File: src/hw/rtl/hgnt_pkg.sv
// Shared types, codes and constants for the heightfield normal and triangle generator.
`default_nettype none
package hgnt_pkg;

	localparam int GRID_W     = 11;
	localparam int STEP_W     = 32;
	localparam int HEIGHT_W   = 32;
	localparam int IDX_W      = 20;
	localparam int NRM_W      = 16;
	localparam int CFG_IDX_W  = 2;
	localparam int CFG_DATA_W = 32;
	localparam int WORD_W     = HEIGHT_W + 1;

	localparam logic [CFG_IDX_W-1:0] CFG_GRID = 2'd0;
	localparam logic [CFG_IDX_W-1:0] CFG_INVX = 2'd1;
	localparam logic [CFG_IDX_W-1:0] CFG_INVY = 2'd2;

	localparam logic [GRID_W-1:0] GRID_RST = 11'd2;
	localparam logic [STEP_W-1:0] STEP_RST = 32'd65536;

	localparam logic KIND_NORMAL = 1'b0;
	localparam logic KIND_TRI    = 1'b1;

	localparam logic signed [NRM_W-1:0] ONE_Q14 = 16'sd16384;
	localparam logic [14:0] ONE_MAG = 15'd16384;

	typedef struct packed {
		logic signed [HEIGHT_W-1:0] height;
		logic                       sample_valid;
	} smp_word_t;

	typedef struct packed {
		logic                    result_kind;
		logic [IDX_W-1:0]        first_index;
		logic [IDX_W-1:0]        second_index;
		logic [IDX_W-1:0]        third_index;
		logic signed [NRM_W-1:0] normal_x;
		logic signed [NRM_W-1:0] normal_y;
		logic signed [NRM_W-1:0] normal_z;
		logic                    run_last;
	} res_word_t;

	typedef struct packed {
		logic                       start;
		logic                       vld;
		logic signed [HEIGHT_W-1:0] hl;
		logic signed [HEIGHT_W-1:0] hr;
		logic signed [HEIGHT_W-1:0] hd;
		logic signed [HEIGHT_W-1:0] hu;
		logic                       cen_x;
		logic                       cen_z;
	} nrm_req_t;

	typedef struct packed {
		logic                    done;
		logic signed [NRM_W-1:0] nx;
		logic signed [NRM_W-1:0] ny;
		logic signed [NRM_W-1:0] nz;
	} nrm_rsp_t;

	typedef enum logic [2:0] {
		T_IDLE,
		T_TFETCH,
		T_NFETCH,
		T_NSTART,
		T_NCALC,
		T_EMIT
	} top_state_t;

	typedef enum logic [2:0] {
		J_A,
		J_T1,
		J_T2,
		J_B,
		J_C
	} job_t;

	typedef enum logic [3:0] {
		N_IDLE,
		N_MULX,
		N_MULZ,
		N_SHIFT,
		N_SQX,
		N_SQY,
		N_SQZ,
		N_SQE,
		N_SQRT,
		N_DIVI,
		N_DIVL,
		N_DIV,
		N_DONE
	} nrm_state_t;

endpackage
`default_nettype wire

File: src/hw/rtl/hgnt_norm.sv
// Iterative normal unit: shared multiplier and one shared compare-subtract for root and divide.
`default_nettype none
module hgnt_norm (
	input  wire logic                           clk,
	input  wire logic                           arst_n,
	input  wire hgnt_pkg::nrm_req_t             req,
	input  wire logic [hgnt_pkg::STEP_W-1:0]    inv_x,
	input  wire logic [hgnt_pkg::STEP_W-1:0]    inv_y,
	output hgnt_pkg::nrm_rsp_t                  rsp
);

	hgnt_pkg::nrm_state_t st_q, st_d;

	logic signed [32:0] dx_q, dz_q;
	logic               cen_x_q, cen_z_q;
	logic [63:0]        ax_q, ay_q, az_q;
	logic [63:0]        prod_q, acc_q;
	logic [63:0]        x_q, res_q, bit_q;
	logic [31:0]        len_q;
	logic [63:0]        rem_q, dsh_q;
	logic [14:0]        quo_q;
	logic [3:0]         stp_q;
	logic [1:0]         cmp_q;
	logic signed [15:0] nx_q, ny_q, nz_q;

	logic [32:0] absdx, absdz;
	logic [31:0] mul_a, mul_b;
	logic [63:0] mul_p;
	logic [63:0] cs_a, cs_b, cs_d;
	logic        cs_ge;
	logic [63:0] orv;
	logic [29:0] bsel;
	logic [14:0] qf, mag;
	logic signed [15:0] sval;
	logic        neg;

	assign absdx = dx_q[32] ? (~dx_q + 33'd1) : dx_q;
	assign absdz = dz_q[32] ? (~dz_q + 33'd1) : dz_q;
	assign orv   = ax_q | ay_q | az_q;
	assign mul_p = mul_a * mul_b;
	assign cs_ge = cs_a >= cs_b;
	assign cs_d  = cs_a - cs_b;

	always_comb begin
		case (st_q)
			hgnt_pkg::N_MULX: begin
				mul_a = absdx[31:0];
				mul_b = inv_x;
			end
			hgnt_pkg::N_MULZ: begin
				mul_a = absdz[31:0];
				mul_b = inv_y;
			end
			hgnt_pkg::N_SQX: begin
				mul_a = ax_q[31:0];
				mul_b = ax_q[31:0];
			end
			hgnt_pkg::N_SQY: begin
				mul_a = ay_q[31:0];
				mul_b = ay_q[31:0];
			end
			hgnt_pkg::N_SQZ: begin
				mul_a = az_q[31:0];
				mul_b = az_q[31:0];
			end
			default: begin
				mul_a = '0;
				mul_b = '0;
			end
		endcase
	end

	always_comb begin
		case (st_q)
			hgnt_pkg::N_SQRT: begin
				cs_a = x_q;
				cs_b = res_q + bit_q;
			end
			default: begin
				cs_a = rem_q;
				cs_b = dsh_q;
			end
		endcase
	end

	always_comb begin
		case (cmp_q)
			2'd0:    bsel = ax_q[29:0];
			2'd1:    bsel = ay_q[29:0];
			default: bsel = az_q[29:0];
		endcase
		case (cmp_q)
			2'd0:    neg = !dx_q[32] && (dx_q != '0);
			2'd2:    neg = dz_q[32];
			default: neg = 1'b0;
		endcase
		qf   = {quo_q[13:0], cs_ge};
		mag  = (qf > hgnt_pkg::ONE_MAG) ? hgnt_pkg::ONE_MAG : qf;
		sval = neg ? -$signed({1'b0, mag}) : $signed({1'b0, mag});
	end

	always_comb begin
		st_d = st_q;
		case (st_q)
			hgnt_pkg::N_IDLE: begin
				if (req.start) begin
					st_d = req.vld ? hgnt_pkg::N_MULX : hgnt_pkg::N_DONE;
				end
			end
			hgnt_pkg::N_MULX:  st_d = hgnt_pkg::N_MULZ;
			hgnt_pkg::N_MULZ:  st_d = hgnt_pkg::N_SHIFT;
			hgnt_pkg::N_SHIFT: begin
				if (orv[63:30] == '0) begin
					st_d = hgnt_pkg::N_SQX;
				end
			end
			hgnt_pkg::N_SQX:   st_d = hgnt_pkg::N_SQY;
			hgnt_pkg::N_SQY:   st_d = hgnt_pkg::N_SQZ;
			hgnt_pkg::N_SQZ:   st_d = hgnt_pkg::N_SQE;
			hgnt_pkg::N_SQE:   st_d = hgnt_pkg::N_SQRT;
			hgnt_pkg::N_SQRT: begin
				if (bit_q[0]) begin
					st_d = hgnt_pkg::N_DIVI;
				end
			end
			hgnt_pkg::N_DIVI:  st_d = hgnt_pkg::N_DIVL;
			hgnt_pkg::N_DIVL:  st_d = hgnt_pkg::N_DIV;
			hgnt_pkg::N_DIV: begin
				if (stp_q == 4'd14) begin
					st_d = (cmp_q == 2'd2) ? hgnt_pkg::N_DONE : hgnt_pkg::N_DIVL;
				end
			end
			hgnt_pkg::N_DONE:  st_d = hgnt_pkg::N_IDLE;
			default:           st_d = hgnt_pkg::N_IDLE;
		endcase
	end

	always_ff @(posedge clk or negedge arst_n) begin
		if (!arst_n) begin
			st_q <= hgnt_pkg::N_IDLE;
		end else begin
			st_q <= st_d;
		end
	end

	always_ff @(posedge clk) begin
		case (st_q)
			hgnt_pkg::N_IDLE: begin
				dx_q    <= $signed({req.hr[31], req.hr}) - $signed({req.hl[31], req.hl});
				dz_q    <= $signed({req.hu[31], req.hu}) - $signed({req.hd[31], req.hd});
				cen_x_q <= req.cen_x;
				cen_z_q <= req.cen_z;
				if (req.start && !req.vld) begin
					nx_q <= '0;
					ny_q <= hgnt_pkg::ONE_Q14;
					nz_q <= '0;
				end
			end
			hgnt_pkg::N_MULX: begin
				ax_q <= cen_x_q ? (mul_p >> 1) : mul_p;
			end
			hgnt_pkg::N_MULZ: begin
				az_q <= cen_z_q ? (mul_p >> 1) : mul_p;
				ay_q <= 64'h0000_0001_0000_0000;
			end
			hgnt_pkg::N_SHIFT: begin
				if (orv[63:34] != '0) begin
					ax_q <= ax_q >> 4;
					ay_q <= ay_q >> 4;
					az_q <= az_q >> 4;
				end else if (orv[63:30] != '0) begin
					ax_q <= ax_q >> 1;
					ay_q <= ay_q >> 1;
					az_q <= az_q >> 1;
				end
			end
			hgnt_pkg::N_SQX: prod_q <= mul_p;
			hgnt_pkg::N_SQY: begin
				acc_q  <= prod_q;
				prod_q <= mul_p;
			end
			hgnt_pkg::N_SQZ: begin
				acc_q  <= acc_q + prod_q;
				prod_q <= mul_p;
			end
			hgnt_pkg::N_SQE: begin
				x_q   <= acc_q + prod_q;
				res_q <= '0;
				bit_q <= 64'h4000_0000_0000_0000;
			end
			hgnt_pkg::N_SQRT: begin
				if (cs_ge) begin
					x_q   <= cs_d;
					res_q <= (res_q >> 1) + bit_q;
				end else begin
					res_q <= res_q >> 1;
				end
				bit_q <= bit_q >> 2;
			end
			hgnt_pkg::N_DIVI: begin
				len_q <= (res_q[31:0] == '0) ? 32'd1 : res_q[31:0];
				cmp_q <= 2'd0;
			end
			hgnt_pkg::N_DIVL: begin
				rem_q <= ({34'd0, bsel} << 15) + {32'd0, len_q};
				dsh_q <= {32'd0, len_q} << 15;
				stp_q <= '0;
				quo_q <= '0;
			end
			hgnt_pkg::N_DIV: begin
				if (cs_ge) begin
					rem_q <= cs_d;
				end
				quo_q <= qf;
				dsh_q <= dsh_q >> 1;
				stp_q <= stp_q + 4'd1;
				if (stp_q == 4'd14) begin
					case (cmp_q)
						2'd0:    nx_q <= sval;
						2'd1:    ny_q <= sval;
						default: nz_q <= sval;
					endcase
					cmp_q <= cmp_q + 2'd1;
				end
			end
			default: begin
			end
		endcase
	end

	assign rsp.done = (st_q == hgnt_pkg::N_DONE);
	assign rsp.nx   = nx_q;
	assign rsp.ny   = ny_q;
	assign rsp.nz   = nz_q;

endmodule
`default_nettype wire

File: config.mk
export PLATFORM = sky130hd
export DESIGN_NAME = hgnt_norm
export DESIGN_NICKNAME = d
export VERILOG_FILES = /design/src/hw/rtl/hgnt_pkg.sv /design/src/hw/rtl/hgnt_norm.sv
export SDC_FILE = /design/constraint.sdc
export NUM_CORES = 2
export LEC_CHECK = 0
export ABC_AREA = 1
export BUFFER_PORTS_ARGS = -buffer_cell sky130_fd_sc_hd__clkbuf_2
export CAP_MARGIN = 20
export CORE_AREA = 2 2 424 426
export CTS_CLUSTER_SIZE = 24
export DETAILED_ROUTE_END_ITERATION = 8
export DIE_AREA = 0 0 426 428
export HOLD_SLACK_MARGIN = 0.1
export PLACE_DENSITY = 0.63
export SYNTH_ARGS = -nofsm -noshare
export SYNTH_HDL_FRONTEND = slang
export SYNTH_SLANG_ARGS = --single-unit
File: constraint.sdc
create_clock -name clk -period 10.2 [get_ports clk]
set_input_delay 0.51 -clock clk [delete_from_list [all_inputs] [get_ports clk]]
set_output_delay 0.51 -clock clk [all_outputs]
set_load 0.01 [all_outputs]
==> summary.md <==
| Metric | Value |
|---|---|
| Syn avg cell area | `7.68 µm²` |
| Internal power | `approximately 5.3 mW` |
| FF+latch count, synth | `732` |
| Initial drt markers | `7104` |
| Max cap viols | `0` |
| Final HPWL DP | `268000 µm` |
| Clock share of power | `between 40% and 50%` |
| Most Frequent Cell on Critical Path | `inv_1` |
| DRC Markers | `0` |
| Post-layout nets | `roughly 13000` |
| Maximum fanout along the worst path | `23` |
| TritonRoute pass-1 iters | `6` |
| Static Leakage | `49.6 nW` |
| Placed cell areas | `93400 µm²` |
| Largest family of logic cells by synthesized area | `adder cells` |
| First-pass GRT wire length | `approximately 500000 µm` |
| Pwr/cell area | `70.3 nW/µm²` |
| Sequential area share after synthesis | `between 20 and 25%` |
| Largest net degree at the start of global routing | `116` |
| Finished Core Util | `between 50% and 60%` |
| Reg2reg start | `dz_q[0]` |
| Number of synthesized flops with an enable pin | `728` |
| Vias | `between 70000 and 80000` |
| Total power | `~7 mW` |
| CTS Buffer Depth | `3` |
| Slowest stage delay, CP | `0.58 ns` |
| Most frequent cells in the layout | `nand2_1, inv_1, fa_1` |
| Layout area overhead | `9.44%` |
| Hold path cells | `3` |
| Mux contribution to synthesized area | `less than 1%` |
| Relative slew slack | `22.4%` |
| Congestion Overflow GR | `0` |
| Fin. Hold Viols | `0` |
| Worst EP required | `10.63 ns` |
| Core Region | `roughly 180000 µm²` |
| Initial core utilization | `49.7%` |
| Worst setup path class | `reg -> reg` |
| CTS tree | `built` |
| Worst Setup Start Kind | `register` |
| Sink Count | `732` |
| Syn Inst Count | `11500` |
| Top post-synthesis cells by area | `edfxtp_1, fa_1, nand2_1` |
| Worst Hold Path EP | `dx_q[0]` |
| Row count | `155` |
| Final setup vio count | `0` |
| Clk Latency, worst-skew pair | `0.73 ns` |
| Vias in the first global route | `about 81000` |
| Dominant cell type by area after synthesis | `edfxtp_1` |
| Post-route cell area | `96700 µm²` |
| Gate power share | `3.9%` |
| PortBufs | `246` |
| Most common cell after layout, fill and taps aside | `nand2_1` |
| Prevailing post-synth register cell | `edfxtp_1` |
| Flop pwr share | `48.2%` |
| XOR/XNOR Fraction of Synth Area | `between 2 and 3%` |
| Final RePlAce weighted congestion | `0.992` |
| Adder-cell area share of the yosys netlist | `between 20% and 30%` |
| Worst slew pin tran | `1.15 ns` |
| FF-to-FF End | `ax_q[57]` |
| Fraction of power spent switching nets | `22.7%` |
| Antenna Nets Post-Route | `0` |
| Worst EP arrival | `between 10 and 15 ns` |
| Distinct cells, synth | `between 70 and 80` |
| Post-synthesis simple-gate area fraction | `20.4%` |
| Worst IR drop on VDD | `0.104 mV` |
| Number of H-tree levels | `3` |
| P_sw | `1.54 mW` |
| Beginning of the critical path | `dz_q[0]` |
| HP Class | `in -> reg` |
| Layout cells sized above 1 | `under 10%` |
| CP Capture Type | `register` |
| Post-synth ARST share | `0.546%` |
| WL/cell | `23.3 µm` |
| Status | `finished clean` |
| Drt total wl | `329000 µm` |
| Total CTS buffers | `86` |
| Io pins | `247` |
| Fmax achieved | `about 100 MHz` |
| Hold path start | `req[98]` |
| Synth warn | `0` |
| Clock transition at path regs | `0.06 ns` |
| Final max-slew violation count | `0` |
| Final min period | `between 9 and 10 ns` |
| Post-route clock skew | `0.0484 ns` |
| Worst Reg-to-Reg Cells | `between 40 and 50` |
| Synth Area in Compound Gates | `approximately an eighth` |
| Slowest-stage cell, CP | `fa_1` |
| Final period util | `a little over nine tenths` |
| Clk root buf | `clkbuf_16` |
| Synthesized Nets | `13100` |
| Die Y | `428 µm` |
| FF-to-FF setup slack | `around 0.45 ns` |
| Width of the die | `about 430 µm` |
| Gr usage total | `35.8%` |
| Total die area | `~180000 µm²` |
| Synth top area share | `24.8%` |
| Cell Area, Synth | `88300 µm²` |
| Antenna violations before repair | `11` |
| Vias per inst | `5.64` |
## worst max path at each step
stage               depth (start not counted)  slack [ns]         end
finish                                     41        0.45    ax_q[57]
global route                               41       -0.04    ax_q[58]
CTS                                        43        0.09    az_q[48]
detailed placement                         44        0.16    az_q[48]
global placement                           43        0.21    ax_q[48]
floorplan                                  45        1.83  prod_q[54]
## final cells by class
class / instances / area (µm²)
Tap cell: 2355 / 2950
Inverter: 2372 / 8910
Timing Repair Buffer: 532 / 3830
Sequential cell: 732 / 22000
Antenna cell: 11 / 27.5
Clock inverter: 52 / 574
Multi-Input combinational cell: 7974 / 56100
Fill cell: 17200 / 81000
Clock buffer: 101 / 2300
## power by group through the flow
stage / combinational (mW) / sequential, mW / clock [mW]
2_1_floorplan: 0.169 / 3.34 / 0
3_3_place_gp: 0.259 / 3.34 / 0
3_5_place_dp: 0.262 / 3.34 / 0
5_1_grt: 0.300 / 3.27 / 3.39
6_report: 0.266 / 3.27 / 3.26
4_1_cts: 0.264 / 3.27 / 3.29
## through the flow
| stage | hold WS, ns | setup slack [ns] | instances | setup TNS [ns] |
|---|---|---|---|---|
| 3_5_place_dp | 0.336 | 0.159 | 13900 | 0 |
| 2_1_floorplan | 0.214 | 1.83 | 11500 | 0 |
| 4_1_cts | 0.136 | 0.0875 | 14100 | 0 |
| 6_report | 0.175 | 0.446 | 14100 | 0 |
| 3_3_place_gp | 0.328 | 0.207 | 13900 | 0 |
| 5_1_grt | 0.187 | -0.0442 | 14100 | -0.493 |
## cells in the mapped netlist (8+ instances only)
| cell | count |
|---|---|
| a211oi_1 | 10 |
| a21boi_0 | 25 |
| a21o_1 | 40 |
| a21oi_1 | 674 |
| a221oi_1 | 20 |
| a31oi_1 | 69 |
| and2_1 | 15 |
| and3_1 | 8 |
| buf_1 | 25 |
| buf_2 | 68 |
| buf_4 | 14 |
| buf_6 | 8 |
| clkbuf_1 | 306 |
| edfxtp_1 | 728 |
| fa_1 | 901 |
| ha_1 | 545 |
| inv_1 | 2360 |
| mux2i_1 | 16 |
| nand2_1 | 2839 |
| nand2_2 | 8 |
| nand3_1 | 450 |
| nand3_2 | 10 |
| nand3b_1 | 22 |
| nand4_1 | 67 |
| nor2_1 | 795 |
| nor3_1 | 87 |
| nor4_1 | 64 |
| o211ai_1 | 56 |
| o21a_1 | 34 |
| o21ai_0 | 663 |
| o21ai_1 | 27 |
| o21bai_1 | 40 |
| o221ai_1 | 70 |
| o22ai_1 | 44 |
| or2_2 | 48 |
| xnor2_1 | 114 |
| xor2_1 | 147 |
## cells by family after synthesis
kind of cell / count (synthesis)
fa+ha+maj: 1446
simple gates: 4429
compound gates: 1821
xor+xnor: 261
mux: 16
buf+inv: 2795
flops: 732
## critical path: cells and delay by family (launching register included)
family | cells | cell delay (ns)
adders and majority gates | 10 | 4.37
and+or+nand+nor | 20 | 3.19
buffers and inverters | 11 | 1.47
DFF | 1 | 0.41
## sequential cells by signal, indices dropped and copies added, names as in the netlist, 33 cells and up
signal and cells:
dz_q 33, ax_q 64, rem_q 64, prod_q 64
dsh_q 47, acc_q 64, dx_q 33, ay_q 33
res_q 64, az_q 64, x_q 64
## layer usage
metal | part of all wire [%] | GRT usage, % | up-vias | wire length, µm
met1 | 38 | 43.8 | 38500 | 125000
met3 | 8.0 | 5.68 | 780 | 26400
met2 | 48 | 60.7 | 3599 | 157000
met5 | 0 | 0 | - | 0
li1 | - | - | 36800 | -
met4 | 6.3 | 18.9 | 0 | 20600
## repair_timing
item                                    in CTS  in global routing
endpoints found under the setup margin       0                 87
buffers inserted                             0                  9
endpoints found under the hold margin        6                  0
hold buffers                                 4                  0
gates resized for setup                      0                 44
No activity file was read; power rests on OpenSTA's default activity.
